**src/rtl/core/caq_pkg.sv**
```systemverilog
package caq_pkg;

    localparam int WORD_W = 32;
    localparam int KIND_W = 2;
    localparam int POS_W = 3;
    localparam int STATUS_W = 2;
    localparam int OCC_W = 4;

    typedef logic signed [WORD_W-1:0] word_t;
    typedef logic [KIND_W-1:0] kind_t;
    typedef logic [STATUS_W-1:0] status_t;

    localparam kind_t KIND_ENQ = 2'd0;
    localparam kind_t KIND_DEQ = 2'd1;
    localparam kind_t KIND_READ = 2'd2;
    localparam kind_t KIND_WRITE = 2'd3;

    localparam status_t STATUS_OK = 2'd0;
    localparam status_t STATUS_FULL = 2'd1;
    localparam status_t STATUS_EMPTY = 2'd2;
    localparam status_t STATUS_RANGE = 2'd3;

    // per-slot control from the queue controller
    typedef struct packed {
        logic shift;
        logic wr;
    } slot_ctrl_t;

endpackage

```
**src/rtl/core/caq_cell.sv**
```systemverilog
module caq_cell (
    input  logic                aclk,
    input  caq_pkg::slot_ctrl_t ctrl,
    input  caq_pkg::word_t      upper_word,
    input  caq_pkg::word_t      wr_word,
    output caq_pkg::word_t      word
);

    caq_pkg::word_t word_reg;
    caq_pkg::word_t word_next;

    always_comb begin
        word_next = word_reg;
        if (ctrl.wr) begin
            word_next = wr_word;
        end else if (ctrl.shift) begin
            word_next = upper_word;
        end
    end

    always_ff @(posedge aclk) begin
        word_reg <= word_next;
    end

    assign word = word_reg;

endmodule

```
**src/rtl/core/compacting_array_queue_core.sv**
```systemverilog
// Linear array queue of DEPTH signed 32-bit words with compaction.
// Input channel s_*: tuser carries the operation kind (enqueue, dequeue,
// read at position, write at position), tdata the value and position.
// Result channel m_*: one item per input item, tuser carries the status,
// tdata the dequeued or read word, occupancy and the empty and full flags.
// A result other than a compacting enqueue's is presented the cycle after its input item is taken.
// An enqueue that finds the tail at the last slot while the head is not at
// slot 0 first compacts: the row of slots shifts down by one slot per cycle
// until the head reaches slot 0.
// A new item is taken in the cycle its predecessor's result leaves the output
// register, so the rate is one item per cycle on plain operations while the
// receiver takes each result, lower when compaction runs.
// Reset empties the queue (head and tail at 0); slot contents are kept.
// When the receiver stalls, the result holds in the output register and
// s_tready stays low until it is taken.
module compacting_array_queue_core #(
    parameter int DEPTH = 8
) (
    input  logic        aclk,
    input  logic        aresetn,
    input  logic        s_tvalid,
    output logic        s_tready,
    input  logic [39:0] s_tdata,   // value[31:0], position[34:32], zero pad
    input  logic [1:0]  s_tuser,   // kind[1:0]
    output logic        m_tvalid,
    input  logic        m_tready,
    output logic [39:0] m_tdata,   // data[31:0], occupancy[35:32], is_empty[36],
                                   // is_full[37], zero pad
    output logic [1:0]  m_tuser    // status[1:0]
);

    localparam int IDX_W = (DEPTH > 1) ? $clog2(DEPTH) : 1;
    localparam int CNT_W = $clog2(DEPTH + 1);
    localparam int WCNT_W = (CNT_W > caq_pkg::OCC_W) ? CNT_W : caq_pkg::OCC_W;
    localparam int CMP_W = (IDX_W > caq_pkg::POS_W) ? IDX_W : caq_pkg::POS_W;
    localparam logic [IDX_W-1:0] LAST = IDX_W'(DEPTH - 1);

    localparam logic ST_IDLE = 1'b0;
    localparam logic ST_COMPACT = 1'b1;

    logic state_reg, state_next;
    logic [IDX_W-1:0] head_reg, head_next;
    logic [IDX_W-1:0] tail_reg, tail_next;
    logic empty_reg, empty_next;
    caq_pkg::word_t pend_reg, pend_next;
    logic m_valid_reg, m_valid_next;
    caq_pkg::status_t status_reg, status_next;
    caq_pkg::word_t data_reg, data_next;
    logic [caq_pkg::OCC_W-1:0] occ_reg, occ_next;
    logic is_empty_reg, is_empty_next;
    logic is_full_reg, is_full_next;

    caq_pkg::kind_t in_kind;
    caq_pkg::word_t in_value;
    logic [caq_pkg::POS_W-1:0] in_pos;
    logic fire;
    logic load;
    logic do_shift;
    logic wr_en;
    logic [IDX_W-1:0] wr_idx;
    caq_pkg::word_t wr_word;
    logic [IDX_W-1:0] rd_idx;
    logic full_now;
    logic in_range;
    logic [WCNT_W-1:0] count;

    caq_pkg::word_t slot_q [DEPTH];

    assign in_kind = s_tuser;
    assign in_value = s_tdata[31:0];
    assign in_pos = s_tdata[34:32];

    assign s_tready = (state_reg == ST_IDLE) && (!m_valid_reg || m_tready);
    assign fire = s_tvalid && s_tready;

    assign full_now = !empty_reg && (head_reg == '0) && (tail_reg == LAST);
    assign in_range = (CMP_W'(in_pos) >= CMP_W'(head_reg))
                   && (CMP_W'(in_pos) <= CMP_W'(tail_reg));
    assign rd_idx = (in_kind == caq_pkg::KIND_DEQ) ? head_reg : IDX_W'(in_pos);

    always_comb begin
        state_next = state_reg;
        head_next = head_reg;
        tail_next = tail_reg;
        empty_next = empty_reg;
        pend_next = pend_reg;
        load = 1'b0;
        do_shift = 1'b0;
        wr_en = 1'b0;
        wr_idx = '0;
        wr_word = in_value;
        status_next = caq_pkg::STATUS_OK;
        data_next = '0;
        case (state_reg)
            ST_IDLE: begin
                if (fire) begin
                    load = 1'b1;
                    case (in_kind)
                        caq_pkg::KIND_ENQ: begin
                            if (full_now) begin
                                status_next = caq_pkg::STATUS_FULL;
                            end else if (empty_reg) begin
                                head_next = '0;
                                tail_next = '0;
                                empty_next = 1'b0;
                                wr_en = 1'b1;
                                wr_idx = '0;
                            end else if (tail_reg == LAST) begin
                                load = 1'b0;
                                pend_next = in_value;
                                state_next = ST_COMPACT;
                            end else begin
                                tail_next = tail_reg + 1'b1;
                                wr_en = 1'b1;
                                wr_idx = tail_reg + 1'b1;
                            end
                        end
                        caq_pkg::KIND_DEQ: begin
                            if (empty_reg) begin
                                status_next = caq_pkg::STATUS_EMPTY;
                            end else begin
                                data_next = slot_q[rd_idx];
                                if (head_reg == tail_reg) begin
                                    head_next = '0;
                                    tail_next = '0;
                                    empty_next = 1'b1;
                                end else begin
                                    head_next = head_reg + 1'b1;
                                end
                            end
                        end
                        default: begin
                            if (empty_reg) begin
                                status_next = caq_pkg::STATUS_EMPTY;
                            end else if (!in_range) begin
                                status_next = caq_pkg::STATUS_RANGE;
                            end else if (in_kind == caq_pkg::KIND_READ) begin
                                data_next = slot_q[rd_idx];
                            end else begin
                                wr_en = 1'b1;
                                wr_idx = IDX_W'(in_pos);
                            end
                        end
                    endcase
                end
            end
            ST_COMPACT: begin
                if (head_reg != '0) begin
                    do_shift = 1'b1;
                    head_next = head_reg - 1'b1;
                    tail_next = tail_reg - 1'b1;
                end else begin
                    tail_next = tail_reg + 1'b1;
                    wr_en = 1'b1;
                    wr_idx = tail_reg + 1'b1;
                    wr_word = pend_reg;
                    load = 1'b1;
                    state_next = ST_IDLE;
                end
            end
            default: begin
                state_next = ST_IDLE;
            end
        endcase
    end

    // result flags follow the queue state after the operation
    assign count = empty_next ? '0
                 : WCNT_W'(WCNT_W'(tail_next) - WCNT_W'(head_next) + WCNT_W'(1));
    assign occ_next = count[caq_pkg::OCC_W-1:0];
    assign is_empty_next = empty_next;
    assign is_full_next = !empty_next && (head_next == '0) && (tail_next == LAST);

    always_comb begin
        m_valid_next = m_valid_reg;
        if (load) begin
            m_valid_next = 1'b1;
        end else if (m_tready) begin
            m_valid_next = 1'b0;
        end
    end

    genvar gi;
    generate
        for (gi = 0; gi < DEPTH; gi++) begin : g_slot
            caq_pkg::slot_ctrl_t ctrl;
            caq_pkg::word_t upper;
            assign ctrl.shift = do_shift;
            assign ctrl.wr = wr_en && (wr_idx == IDX_W'(gi));
            if (gi == DEPTH - 1) begin : g_top
                assign upper = slot_q[gi];
            end else begin : g_mid
                assign upper = slot_q[gi+1];
            end
            caq_cell u_slot (
                .aclk       (aclk),
                .ctrl       (ctrl),
                .upper_word (upper),
                .wr_word    (wr_word),
                .word       (slot_q[gi])
            );
        end
    endgenerate

    always_ff @(posedge aclk) begin
        if (!aresetn) begin
            state_reg <= ST_IDLE;
            head_reg <= '0;
            tail_reg <= '0;
            empty_reg <= 1'b1;
            m_valid_reg <= 1'b0;
        end else begin
            state_reg <= state_next;
            head_reg <= head_next;
            tail_reg <= tail_next;
            empty_reg <= empty_next;
            m_valid_reg <= m_valid_next;
        end
    end

    always_ff @(posedge aclk) begin
        pend_reg <= pend_next;
        if (load) begin
            status_reg <= status_next;
            data_reg <= data_next;
            occ_reg <= occ_next;
            is_empty_reg <= is_empty_next;
            is_full_reg <= is_full_next;
        end
    end

    assign m_tvalid = m_valid_reg;
    assign m_tuser = status_reg;
    assign m_tdata = {2'b00, is_full_reg, is_empty_reg, occ_reg, data_reg};

endmodule

```
**config.mk**
```make
export PLATFORM = sky130hd
export DESIGN_NAME = compacting_array_queue_core
export DESIGN_NICKNAME = d
export VERILOG_FILES = /design/src/rtl/core/caq_pkg.sv /design/src/rtl/core/caq_cell.sv /design/src/rtl/core/compacting_array_queue_core.sv
export SDC_FILE = /design/constraint.sdc
export NUM_CORES = 1
export LEC_CHECK = 0
export CORE_MARGIN = 2
export CORE_UTILIZATION = 60
export CTS_CLUSTER_SIZE = 20
export DETAILED_ROUTE_END_ITERATION = 8
export DONT_BUFFER_PORTS = 1
export PLACE_DENSITY = 0.76
export SYNTH_ARGS = -nofsm -noshare
export SYNTH_HDL_FRONTEND = slang
export SYNTH_SLANG_ARGS = --single-unit
export TNS_END_PERCENT = 20
```
**constraint.sdc**
```tcl
create_clock -name aclk -period 9.4 [get_ports aclk]
set_input_delay 1.41 -clock aclk [delete_from_list [all_inputs] [get_ports aclk]]
set_output_delay 1.41 -clock aclk [all_outputs]
set_load 0.005 [all_outputs]
```
==> run metrics <==
Critical Path End Type flip-flop; routed via count 8894; worst r2r dst g_slot[1].u_slot.word[1]$_DFFE_PP_; layout overhead on the synthesized area 8.03%; Final Cycle Share 47.0%; HP Class flip-flop to flip-flop; first-pass GRT wire length 54.7 mm; synthesis-stage register bit count 337; FP Rows 61; antenna-violating nets left 0; DIE WIDTH 171 um; CP max FO 33; Final Setup Violations 0; CTS tree done; Die Span Y 171 um; Fmax 226 MHz; H-tree depth 2; ys flop type edfxtp_1; DR WL/cell 25.4 um; worst vdd ir 0.158 mV; Synth Cell Area 16700 um2; DP Worst Slack 4.37 ns; nets 1060; status finished clean; Power Total 3.19 mW; CTS max path bufs 3; commonest non-fill, non-tap cell in the layout edfxtp_1; port bufs 0; clk_lat worst skew 0.52 ns; total CTS buffers 36; Initial DRT Pass Iterations 5; crit path DAT 4.58 ns; minimum clock period 4.42 ns; filler instances 1928; Post-Layout Cell Count 1397; worst hold path stage count 1; PwrDens 177 nW/um2; Hold WS 0.555 ns; Critical Setup Path Class primary input to flip-flop; Remaining DRCs 0; syn_area_per_cell 16.7 um2; Synth Instances 1002; P_leak 6.06 nW; IO Count 90; Largest register FFs 256; Required @ worst endpoint 9.57 ns; GRT overflow 0; Setup Skew 0.0215 ns; Async SR Flop Fraction 0%; Synth cell types 74; reg2reg path depth 9; initial antenna violation count 0; CTS root buf clkbuf_16; Yosys warning count 0; CP startpoint s_tdata[32]; post-DP HPWL 20.0 mm; CTS resizes 0; sequential share of the synthesized area 60.1%; Rel. slew slack 27.9%; Worst Setup EP g_slot[2].u_slot.word[28]$_DFFE_PP_; Initial Utilization 60.6%; WL final 35.5 mm; setup_tns 0 ns; Worst R2R Setup Slack 5.14 ns; Worst path max stage delay 0.79 ns; largest net degree at the start of global routing 65; Inst Count DP 1335; Global Route Usage Sum 25.0%; final hold viol count 0; clk sink count 337; MaxCap Viol Count 0; crit-path cells inv_1 -> ha_1 -> nor2b_4 -> o21ai_4 -> o211ai_1 -> o31ai_4 -> nand3_4 -> nand2_1 -> buf_4; CTS Hold Buffers Added 0; worst-margin pin slew 1.08 ns; max-slew violation count 0; RSZ-0062 raised after global routing false; post-CTS setup buffer count 0; Startpoint Class primary input; Core Box Area 27600 um2; most frequent cells in the layout edfxtp_1, mux2_1, nand2_1; share of cells above drive strength 1 24.2%; worst setup margin 4.98 ns; post-DR vias/cell 6.37; Crit Reg-Reg Startpoint head_reg[0]$_SDFF_PN0_; Iter 0 DRT Violations 769; vias in the first global route 9155; Clock Pin Slew Worst Setup and Hold Paths 0.06 ns; Ant. Diodes 0; Post-synth EDFFs 328; die area 29200 um2; critical path's slowest cell nand2_1; RD Place Congestion 0.875
[how the worst min path moves through the flow]
| stage | slack, ns | start | end |
|---|---|---|---|
| floorplan | 0.53 | g_slot[5].u_slot.word[10]$_DFFE_PP_ | g_slot[4].u_slot.word[10]$_DFFE_PP_ |
| global placement | 0.53 | g_slot[5].u_slot.word[5]$_DFFE_PP_ | g_slot[4].u_slot.word[5]$_DFFE_PP_ |
| detailed placement | 0.54 | g_slot[4].u_slot.word[28]$_DFFE_PP_ | g_slot[3].u_slot.word[28]$_DFFE_PP_ |
| CTS | 0.56 | g_slot[5].u_slot.word[7]$_DFFE_PP_ | g_slot[4].u_slot.word[7]$_DFFE_PP_ |
| global route | 0.58 | g_slot[5].u_slot.word[17]$_DFFE_PP_ | g_slot[4].u_slot.word[17]$_DFFE_PP_ |
| finish | 0.56 | g_slot[5].u_slot.word[7]$_DFFE_PP_ | g_slot[4].u_slot.word[7]$_DFFE_PP_ |
[Yosys cell counts (4+ instances only)]
master | n | area [um2]
nor2b_1 | 5 | 31.3
mux4_2 | 64 | 1440
buf_6 | 10 | 113
mux2_2 | 56 | 631
and3_1 | 5 | 31.3
mux2_1 | 172 | 1940
nand3_1 | 5 | 25.0
nor3_1 | 4 | 20.0
o21ai_0 | 5 | 25.0
edfxtp_1 | 328 | 9850
clkbuf_1 | 12 | 45.0
buf_4 | 9 | 67.6
nand3_4 | 4 | 70.1
a21oi_1 | 37 | 185
dfxtp_1 | 9 | 180
mux2_4 | 29 | 435
nand2_1 | 88 | 330
a31oi_1 | 4 | 25.0
inv_1 | 13 | 48.8
nor2_1 | 19 | 71.3
buf_2 | 25 | 125
ha_1 | 18 | 225
o211ai_1 | 5 | 37.5
[through the flow]
step	utilization [%]	instance area (um2)
after floorplan	-	16700
after global placement	61.5	16900
after detailed placement	61.5	16900
after CTS	65.5	18000
after global routing	65.5	18000
final	65.5	18000
[kinds of logic after synthesis]
kind of cell | count (synthesis) | synth area share (%)
muxes | 324 | 26.8
adders and majority gates | 19 | 1.47
xor gates and xnor gates | 5 | 0.262
buffers and inverters | 79 | 2.92
DFF | 337 | 60.1
other | 1 | 0.0225
and+or+nand+nor | 154 | 4.80
AOI/OAI and AO/OA | 83 | 3.64
[metal layers]
layer  up-vias  global-route usage [%]  wire length [um]
met3        62                    4.14              2020
met5         -                       0                 0
met1      4590                    33.9             15200
met2       313                    42.4             17600
met4         0                    6.67               752
li1       3929                       -                 -
[power by group]
part	internal [mW]	switching, mW	total (mW)
Sequential	1.65	0.00936	1.66
Combinational	0.0718	0.106	0.178
Clock	0.784	0.564	1.35
Total	2.51	0.680	3.19
[area by class of cell]
type / count / area (um2) / share of cell area (%)
clock buffer: 51 / 1020 / 5.66
clock inverter: 11 / 83.8 / 0.465
inverter: 16 / 60.1 / 0.333
multi-input combinational: 587 / 6240 / 34.6
sequential: 337 / 10000 / 55.6
tap: 378 / 473 / 2.62
timing repair buffer: 17 / 128 / 0.708
[worst max-delay path: cells and delay by family]
| kind | cells | cell delay (ns) |
|---|---|---|
| compound gates | 3 | 0.89 |
| fa+ha+maj | 1 | 0.33 |
| buf+inv | 2 | 0.53 |
| simple gates | 3 | 1.41 |
Power figures use the tool's default switching activity.
